### config.mk
export PLATFORM = sky130hd
export DESIGN_NAME = json_string_escaper_unit
export DESIGN_NICKNAME = d
export VERILOG_FILES = /design/src/jse_pkg.sv /design/src/jse_front.sv /design/src/jse_queue.sv /design/src/jse_back.sv /design/src/json_string_escaper_unit.sv
export SDC_FILE = /design/constraint.sdc
export NUM_CORES = 1
export LEC_CHECK = 0
export BUFFER_PORTS_ARGS = -buffer_cell sky130_fd_sc_hd__buf_2
export CAP_MARGIN = 25
export CORE_ASPECT_RATIO = 0.6
export CORE_MARGIN = 4
export CORE_UTILIZATION = 36
export CTS_BUF_LIST = sky130_fd_sc_hd__clkbuf_2
export CTS_CLUSTER_DIAMETER = 50
export DETAILED_ROUTE_END_ITERATION = 10
export GPL_ROUTABILITY_DRIVEN = 0
export GPL_TIMING_DRIVEN = 0
export PLACE_DENSITY = 0.52
export SLEW_MARGIN = 20
export SYNTH_ARGS = -nofsm -noshare
export SYNTH_HDL_FRONTEND = slang
export SYNTH_SLANG_ARGS = --single-unit
export TNS_END_PERCENT = 20
### constraint.sdc
create_clock -name clk_i -period 9.2 [get_ports clk_i]
set_input_delay 1.84 -clock clk_i [delete_from_list [all_inputs] [get_ports clk_i]]
set_output_delay 1.84 -clock clk_i [all_outputs]
set_load 0.02 [all_outputs]
### src/jse_pkg.sv
package jse_pkg;

  localparam int unsigned CapResetVal = 256;
  localparam int unsigned QDepth = 4;
  localparam int unsigned QPtrW = $clog2(QDepth);
  localparam int unsigned QCntW = $clog2(QDepth + 1);

  localparam logic [7:0] ChrQuote     = 8'h22;
  localparam logic [7:0] ChrBackslash = 8'h5c;
  localparam logic [7:0] ChrU         = 8'h75;
  localparam logic [7:0] ChrZero      = 8'h30;
  localparam logic [7:0] CtrlLimit    = 8'h20;
  localparam logic [3:0] NibbleMask   = 4'hf;

  localparam logic [2:0] RegCapacity = 3'd0;

  typedef enum logic [1:0] {
    KIND_TERM,
    KIND_PLAIN,
    KIND_PAIR,
    KIND_CTRL
  } kind_e;

  typedef struct packed {
    kind_e      kind;
    logic [7:0] ch;
  } entry_t;

  typedef struct packed {
    logic   valid;
    entry_t entry;
  } head_t;

  function automatic logic [7:0] hex_digit(input logic [3:0] nib);
    logic [7:0] res;
    if (nib < 4'd10) begin
      res = ChrZero + {4'd0, nib};
    end else begin
      res = 8'h61 + {4'd0, nib - 4'd10};
    end
    return res;
  endfunction

endpackage

### src/jse_front.sv
module jse_front (
  input  logic               in_valid_i,
  output logic               in_stall_o,
  input  logic [7:0]         source_byte_i,
  input  logic               q_full_i,
  output logic               push_o,
  output jse_pkg::entry_t    push_entry_o
);
  import jse_pkg::*;

  assign in_stall_o = q_full_i;
  assign push_o     = in_valid_i && !q_full_i;

  always_comb begin
    push_entry_o.ch = source_byte_i;
    if (source_byte_i == 8'd0) begin
      push_entry_o.kind = KIND_TERM;
    end else if (source_byte_i == ChrQuote || source_byte_i == ChrBackslash) begin
      push_entry_o.kind = KIND_PAIR;
    end else if (source_byte_i < CtrlLimit) begin
      push_entry_o.kind = KIND_CTRL;
    end else begin
      push_entry_o.kind = KIND_PLAIN;
    end
  end

endmodule

### src/jse_queue.sv
module jse_queue (
  input  logic            clk_i,
  input  logic            rst_ni,
  input  logic            push_i,
  input  jse_pkg::entry_t push_entry_i,
  output logic            full_o,
  input  logic            pop_i,
  output jse_pkg::head_t  head_o
);
  import jse_pkg::*;

  entry_t           mem_q [QDepth];
  logic [QPtrW-1:0] wr_ptr_q, wr_ptr_d;
  logic [QPtrW-1:0] rd_ptr_q, rd_ptr_d;
  logic [QCntW-1:0] count_q, count_d;
  logic             do_pop;

  assign full_o       = count_q == QCntW'(QDepth);
  assign head_o.valid = count_q != '0;
  assign head_o.entry = mem_q[rd_ptr_q];
  assign do_pop       = pop_i && head_o.valid;

  always_comb begin
    wr_ptr_d = wr_ptr_q;
    rd_ptr_d = rd_ptr_q;
    count_d  = count_q;
    if (push_i) begin
      wr_ptr_d = wr_ptr_q + 1'b1;
    end
    if (do_pop) begin
      rd_ptr_d = rd_ptr_q + 1'b1;
    end
    if (push_i && !do_pop) begin
      count_d = count_q + 1'b1;
    end else if (!push_i && do_pop) begin
      count_d = count_q - 1'b1;
    end
  end

  always_ff @(posedge clk_i or negedge rst_ni) begin
    if (!rst_ni) begin
      wr_ptr_q <= '0;
      rd_ptr_q <= '0;
      count_q  <= '0;
    end else begin
      wr_ptr_q <= wr_ptr_d;
      rd_ptr_q <= rd_ptr_d;
      count_q  <= count_d;
    end
  end

  always_ff @(posedge clk_i) begin
    if (push_i) begin
      mem_q[wr_ptr_q] <= push_entry_i;
    end
  end

endmodule

### src/jse_back.sv
module jse_back (
  input  logic            clk_i,
  input  logic            rst_ni,
  input  logic [15:0]     capacity_i,
  input  jse_pkg::head_t  head_i,
  output logic            pop_o,
  output logic            out_valid_o,
  input  logic            out_stall_i,
  output logic [7:0]      out_byte_o,
  output logic [15:0]     out_index_o,
  output logic            run_last_o,
  output logic            string_done_o,
  output logic            fit_status_o
);
  import jse_pkg::*;

  logic [2:0]  step_q, step_d;
  logic [15:0] wp_q, wp_d;
  logic        ovf_q, ovf_d;
  logic        out_valid_q, out_valid_d;
  logic [7:0]  byte_q, byte_d;
  logic [15:0] index_q;
  logic        last_q, last_d;
  logic        done_q, done_d;
  logic        status_q, status_d;

  logic        out_ready;
  logic        emit;
  logic [16:0] wp_inc;
  logic        fits, next_fits, last_step;
  logic [7:0]  seq_byte;

  assign out_ready = !out_valid_q || !out_stall_i;
  assign wp_inc    = {1'b0, wp_q} + 17'd1;
  assign fits      = wp_inc < {1'b0, capacity_i};
  assign next_fits = (wp_inc + 17'd1) < {1'b0, capacity_i};

  always_comb begin
    last_step = 1'b0;
    seq_byte  = head_i.entry.ch;
    case (head_i.entry.kind)
      KIND_PLAIN: begin
        last_step = 1'b1;
      end
      KIND_PAIR: begin
        last_step = step_q == 3'd1;
        if (step_q == 3'd0) begin
          seq_byte = ChrBackslash;
        end
      end
      KIND_CTRL: begin
        last_step = step_q == 3'd5;
        case (step_q)
          3'd0:    seq_byte = ChrBackslash;
          3'd1:    seq_byte = ChrU;
          3'd2:    seq_byte = ChrZero;
          3'd3:    seq_byte = ChrZero;
          3'd4:    seq_byte = hex_digit(head_i.entry.ch[7:4] & NibbleMask);
          default: seq_byte = hex_digit(head_i.entry.ch[3:0] & NibbleMask);
        endcase
      end
      default: begin
        last_step = 1'b1;
        seq_byte  = 8'd0;
      end
    endcase
  end

  always_comb begin
    pop_o    = 1'b0;
    emit     = 1'b0;
    step_d   = step_q;
    wp_d     = wp_q;
    ovf_d    = ovf_q;
    byte_d   = seq_byte;
    last_d   = 1'b0;
    done_d   = 1'b0;
    status_d = 1'b0;
    if (head_i.valid && out_ready) begin
      if (head_i.entry.kind == KIND_TERM) begin
        emit     = 1'b1;
        byte_d   = 8'd0;
        last_d   = 1'b1;
        done_d   = 1'b1;
        status_d = ovf_q || (wp_inc > {1'b0, capacity_i});
        wp_d     = '0;
        ovf_d    = 1'b0;
        pop_o    = 1'b1;
        step_d   = '0;
      end else if (ovf_q) begin
        pop_o  = 1'b1;
        step_d = '0;
      end else if (!fits) begin
        ovf_d  = 1'b1;
        pop_o  = 1'b1;
        step_d = '0;
      end else begin
        emit   = 1'b1;
        wp_d   = wp_inc[15:0];
        last_d = last_step || !next_fits;
        if (last_step || !next_fits) begin
          pop_o  = 1'b1;
          step_d = '0;
          if (!last_step) begin
            ovf_d = 1'b1;
          end
        end else begin
          step_d = step_q + 3'd1;
        end
      end
    end
  end

  always_comb begin
    out_valid_d = out_valid_q;
    if (out_ready) begin
      out_valid_d = emit;
    end
  end

  always_ff @(posedge clk_i or negedge rst_ni) begin
    if (!rst_ni) begin
      step_q      <= '0;
      wp_q        <= '0;
      ovf_q       <= 1'b0;
      out_valid_q <= 1'b0;
    end else begin
      step_q      <= step_d;
      wp_q        <= wp_d;
      ovf_q       <= ovf_d;
      out_valid_q <= out_valid_d;
    end
  end

  always_ff @(posedge clk_i) begin
    if (emit) begin
      byte_q   <= byte_d;
      index_q  <= wp_q;
      last_q   <= last_d;
      done_q   <= done_d;
      status_q <= status_d;
    end
  end

  assign out_valid_o   = out_valid_q;
  assign out_byte_o    = byte_q;
  assign out_index_o   = index_q;
  assign run_last_o    = last_q;
  assign string_done_o = done_q;
  assign fit_status_o  = status_q;

endmodule

### src/json_string_escaper_unit.sv
// Channel   Direction  Handshake               Payload
// in        input      in_valid_i / in_stall_o   source_byte_i
// out       output     out_valid_o / out_stall_i out_byte_o, out_index_o, run_last_o,
//                                                string_done_o, fit_status_o
// cfg       input      APB psel/penable/pwrite   paddr, pwdata, prdata (capacity at 0x0)
//
// In the expander a plain source byte gives one output byte, a quote or backslash two,
// a control byte six, the terminator one and a discarded byte none. Each output byte is
// registered after the queue; one leaves per cycle while out_stall_i is low.
// Reset clears the queue, position and overflow flag; capacity returns to 256.
// A 4-entry queue lets input keep flowing while output is stalled or expanding.
module json_string_escaper_unit (
  input  logic        clk_i,
  input  logic        rst_ni,
  input  logic        in_valid_i,
  output logic        in_stall_o,
  input  logic [7:0]  source_byte_i,
  output logic        out_valid_o,
  input  logic        out_stall_i,
  output logic [7:0]  out_byte_o,
  output logic [15:0] out_index_o,
  output logic        run_last_o,
  output logic        string_done_o,
  output logic        fit_status_o,
  input  logic        psel,
  input  logic        penable,
  input  logic        pwrite,
  input  logic [2:0]  paddr,
  input  logic [31:0] pwdata,
  output logic [31:0] prdata,
  output logic        pready
);
  import jse_pkg::*;

  logic [15:0] cap_q, cap_d;
  logic        cfg_wr;
  logic        q_full, push, pop;
  entry_t      push_entry;
  head_t       head;

  assign pready = 1'b1;
  assign cfg_wr = psel && penable && pwrite && pready;

  always_comb begin
    cap_d = cap_q;
    if (cfg_wr && ({paddr[2], 2'b00} == RegCapacity)) begin
      cap_d = pwdata[15:0];
    end
  end

  always_comb begin
    prdata = '0;
    if ({paddr[2], 2'b00} == RegCapacity) begin
      prdata = {16'd0, cap_q};
    end
  end

  always_ff @(posedge clk_i or negedge rst_ni) begin
    if (!rst_ni) begin
      cap_q <= 16'(CapResetVal);
    end else begin
      cap_q <= cap_d;
    end
  end

  jse_front u_front (
    .in_valid_i    (in_valid_i),
    .in_stall_o    (in_stall_o),
    .source_byte_i (source_byte_i),
    .q_full_i      (q_full),
    .push_o        (push),
    .push_entry_o  (push_entry)
  );

  jse_queue u_queue (
    .clk_i        (clk_i),
    .rst_ni       (rst_ni),
    .push_i       (push),
    .push_entry_i (push_entry),
    .full_o       (q_full),
    .pop_i        (pop),
    .head_o       (head)
  );

  jse_back u_back (
    .clk_i         (clk_i),
    .rst_ni        (rst_ni),
    .capacity_i    (cap_q),
    .head_i        (head),
    .pop_o         (pop),
    .out_valid_o   (out_valid_o),
    .out_stall_i   (out_stall_i),
    .out_byte_o    (out_byte_o),
    .out_index_o   (out_index_o),
    .run_last_o    (run_last_o),
    .string_done_o (string_done_o),
    .fit_status_o  (fit_status_o)
  );

  a_done_is_last: assert property (@(posedge clk_i) disable iff (!rst_ni)
    out_valid_o && string_done_o |-> run_last_o && (out_byte_o == 8'd0))
    else $error("terminator without last mark or with nonzero byte");

  a_status_on_done: assert property (@(posedge clk_i) disable iff (!rst_ni)
    out_valid_o && !string_done_o |-> !fit_status_o)
    else $error("status set on ordinary byte");

  a_index_room: assert property (@(posedge clk_i) disable iff (!rst_ni)
    out_valid_o && !string_done_o |-> out_index_o != 16'hffff)
    else $error("ordinary byte at the last index");

  a_no_push_full: assert property (@(posedge clk_i) disable iff (!rst_ni)
    q_full |-> !push)
    else $error("push into full queue");

endmodule
==> run summary <==
Summing the areas of all xor and xnor instances in the mapped netlist gives 5.22% of the synthesized area. For the overall fraction of global-route tracks in use, the log shows 15.7%. The met3 routing resource usage after global routing is 3.17%, and the minimum clock period is 5.47 ns. The most heavily used metal layer in global routing was met1. The number of placed instances, taps included, is 915. Counting the buffers created by CTS gives 9. The transition at the pin with the smallest max-transition slack came out at 0.909 ns.

The number of nets at the end of the flow was 792; the fraction of synthesized cell area taken by the top area cell type was 30.8%. In the finished design, the share of the clock period the worst path needs comes to 59.5%. Total negative setup slack: 0 ns.

Hold repair after CTS inserted 0 buffers. Max-cap violations in this run came to 0. The tools report the element type at the critical path end as a flip-flop.

The run finished with clean final reports. Cells fill 42.5% of the core in the end. Share of synthesized cell area in and, or, nand and nor gates: 12.7%. For this configuration, the core starts out at a cell density of 37.5%. The post-synthesis compound-gate area fraction is 11.8%. Relative to the synthesized area, the layout overhead comes to 13.4%.

In the routed design, unresolved DRC markers number 0. The worst hold path begins at u_back.wp_q[5]. The share of the Yosys chip area taken by registers is 47.6%. The commonest cells after synthesis are edfxtp_1, ha_1, inv_1. For the area of the mapped netlist, the log shows 6540 um^2. Each instance of the synthesized netlist takes up on average 11.1 um^2. After the first detailed-routing iteration, the DRC count stood at 321.

Once detail routing completed, the nets flagged for antenna violations numbered 0. VDD sags by at most 77.1 uV. TritonCTS built the clock tree. The fraction of synthesis flops using an asynchronous set or reset pin is 39.6%, and the placement row count is 37. The worst setup path is launched from a flip-flop. The worst setup path is of the reg -> reg kind.

The run gives 0 as the setup fix buffers added after clock tree synthesis. During synthesis, Yosys emitted a total of 0 warnings. Width of the chip: 182 um. After detailed routing, the total wire length is 15.8 mm. After global routing the overflow that remains totals 0. Along the worst path, the maximum fanout reaches 10. The logs give 0 for the number of hold-slack violations in the final timing report and 0 for the final number of setup-violating endpoints. The primary flip-flop cell chosen by synthesis mapping is edfxtp_1.

The worst register-to-register path has a setup slack of 3.73 ns. Start of the worst register-to-register path: u_back.wp_q[0]. After synthesis, the largest family of logic cells by area is simple AND/OR/NAND/NOR gates. The count of port buffers added during placement is 75. Dividing the detail-routed wire length by the instance count gives 17.0 um.

The cell leakage power came out at 3.26 nW. The length in cells of the worst reg-to-reg path was 22; the overall via count from detail_route was 4701. In this run the standard cell core region covers 17500 um^2. Along the worst hold path, the cell count comes to 0. For this design the top-level I/O count stands at 112. Worst min-delay path endpoint: u_back.out_index_o[5]. Critical path arrival: 6.06 ns. Setup repair after global routing left no endpoint under its margin. Counting flops with a built-in enable in the synthesized netlist gives 67. Worst hold path class: reg -> reg. Headroom to the max-slew limit came out at 39.0%. For the number of antenna violations at the first check in global routing, the log shows 1. Synthesis inferred 111 register bits. In the routed layout, each cell is associated on average with a via count of 5.04. By instance count, the leading cell after synthesis is edfxtp_1. The maximum number of pins on one net before global-route repair came out at 30.

By area the synthesized netlist is led by edfxtp_1, dfrtp_1, ha_1, xnor2_1, mux4_2. The clock reaches the later pin of the worst-skew pair after 0.67 ns. The run gives 0 as the number of max-slew violations in the final report.

The mux share of post-synthesis cell area was 6.53%; the CTS H-tree depth was 3. The HPWL after detailed placement is 12.5 mm. For the count of TritonRoute iterations in the first routing pass, the log shows 4. CTS saw 111 sinks. The run gives 0.183 GHz as the maximum clock frequency.

For the worst setup path, the data required time is 9.79 ns. The synthesized netlist devotes 9.68% of its cell area to adder and majority cells. The fraction of final layout cells sized beyond drive strength 1 was 23.2%. Unique cell type count in the Yosys netlist: 72. The tools report the clock tree root driver cell as clkbuf_2. The run gives 0.0629 ns as the worst-case clock skew. The register clock-pin slew on the reported worst setup and hold paths is 0.33 ns. The run gives 4590 as the number of global-route vias before repair.

Synthesis produced 590 cells. The power density normalized to cell area works out to 276 nW/um^2. Of all cell types, the one taking the most synthesized area is edfxtp_1. The total of cells resized after clock tree synthesis was 0; the maximum root-to-sink buffer count was 2. The count of cells in the finished layout, fillers not included, comes to 932. For the die footprint, the log shows 20500 um^2. The met2 layer usage reported by global route was 19.7%; the met1 layer usage reported by global route was 26.8%. The y dimension of the die came out at 112 um.

The first global-routing pass estimated 25.5 mm of wire. The worst flop-to-flop path endpoint was u_queue.count_q[2].
-- metal layers --
| metal | wire, um | vias to the layer above | share of wire (%) |
|---|---|---|---|
| met2 | 5740 | 138 | 36 |
| li1 | - | 2294 | - |
| met3 | 895 | 11 | 5.7 |
| met4 | 139 | 0 | 0.88 |
| met5 | 0 | - | 0 |
| met1 | 9060 | 2258 | 57 |
-- cells by family (layout without fill, tap and decap cells) --
family          Yosys count  after routing
other cells               2             18
compound gates          115            115
buf+inv                  84            176
xor+xnor                 39             39
mux                      28             28
fa+ha+maj                50             50
simple gates            161            161
flops                   111            111
-- flip-flops by register name, indices dropped and copies added (netlist names) --
register / count
u_queue.rd_ptr_q: 2
u_back.out_valid_o: 1
u_back.string_done_o: 1
u_back.run_last_o: 1
u_queue.count_q: 3
u_queue.mem_q: 40
u_back.wp_q: 16
cap_q: 16
u_back.out_index_o: 16
u_back.ovf_q: 1
u_back.step_q: 3
u_queue.wr_ptr_q: 2
u_back.out_byte_o: 8
u_back.fit_status_o: 1
-- placed cells by master, fill, tap and decap left out, drive strengths merged, types with 4 or more instances in the layout --
cell type and n:
a211oi 5, a21o 5, a21oi 26, a31oi 6, and2 6, and3 5, buf 104, clkbuf 19
clkinv 5, conb 17, dfrtp 43, edfxtp 67, ha 49, inv 48, mux2 17, mux4 10
nand2 43, nand3 10, nand4 6, nor2 41, nor2b 11, nor3 12, nor4 5, o21a 7
o21ai 30, o22ai 8, o31ai 4, or2 5, xnor2 28, xor2 11
-- final cells by class --
class / instances / area [um^2]
fill: 1660 / 10000
sequential: 111 / 3110
multi-input combinational: 410 / 3070
timing repair buffer: 76 / 395
tap: 234 / 293
buffer: 38 / 234
inverter: 46 / 173
clock inverter: 7 / 86.3
clock buffer: 9 / 45.0
antenna: 1 / 2.50
-- metrics by stage --
stage	setup WS, ns	area [um^2]	power [W]	hold WS, ns
6_report	3.73	7420	0.00205	0.486
5_1_grt	3.34	7420	0.00222	0.499
4_1_cts	3.76	7410	0.00206	0.489
3_5_place_dp	3.82	7280	0.00182	0.429
3_3_place_gp	3.90	7260	0.00180	0.433
2_1_floorplan	4.74	6590	0.00152	0.420
-- where the power goes --
part	total [W]	switching, W	internal [W]
sequential	0.000772	0.0000616	0.000711
clock	0.000236	0.000188	0.0000483
combinational	0.00104	0.000666	0.000375
-- how the worst max path moves through the flow --
stage                         from                 end  depth (start not counted)
floorplan           u_back.wp_q[0]  u_queue.count_q[2]                         22
global placement    u_back.wp_q[0]  u_queue.count_q[2]                         22
detailed placement  u_back.wp_q[0]  u_queue.count_q[2]                         22
CTS                 u_back.wp_q[0]  u_queue.count_q[2]                         22
global route        u_back.wp_q[0]  u_queue.count_q[2]                         22
finish              u_back.wp_q[0]  u_queue.count_q[2]                         22
-- worst max-delay path, cell delays in order (launching register included) --
cell and delay (ns):
dfrtp_1 0.50, buf_2 0.24, inv_1 0.09, ha_1 0.37, nor3_1 0.29, and3_1 0.28, and3_1 0.23, nand4_1 0.22
nor3_1 0.30, xnor2_1 0.16, ha_1 0.25, o21a_1 0.19, o21ai_0 0.23, a211oi_1 0.08, o21bai_1 0.20, nand4bb_1 0.31
o21ai_1 0.36, ha_1 0.25, inv_1 0.06, fa_1 0.37, xor2_1 0.17, nor2_1 0.13, xor2_1 0.15
No activity file was read; power rests on OpenSTA's default activity.
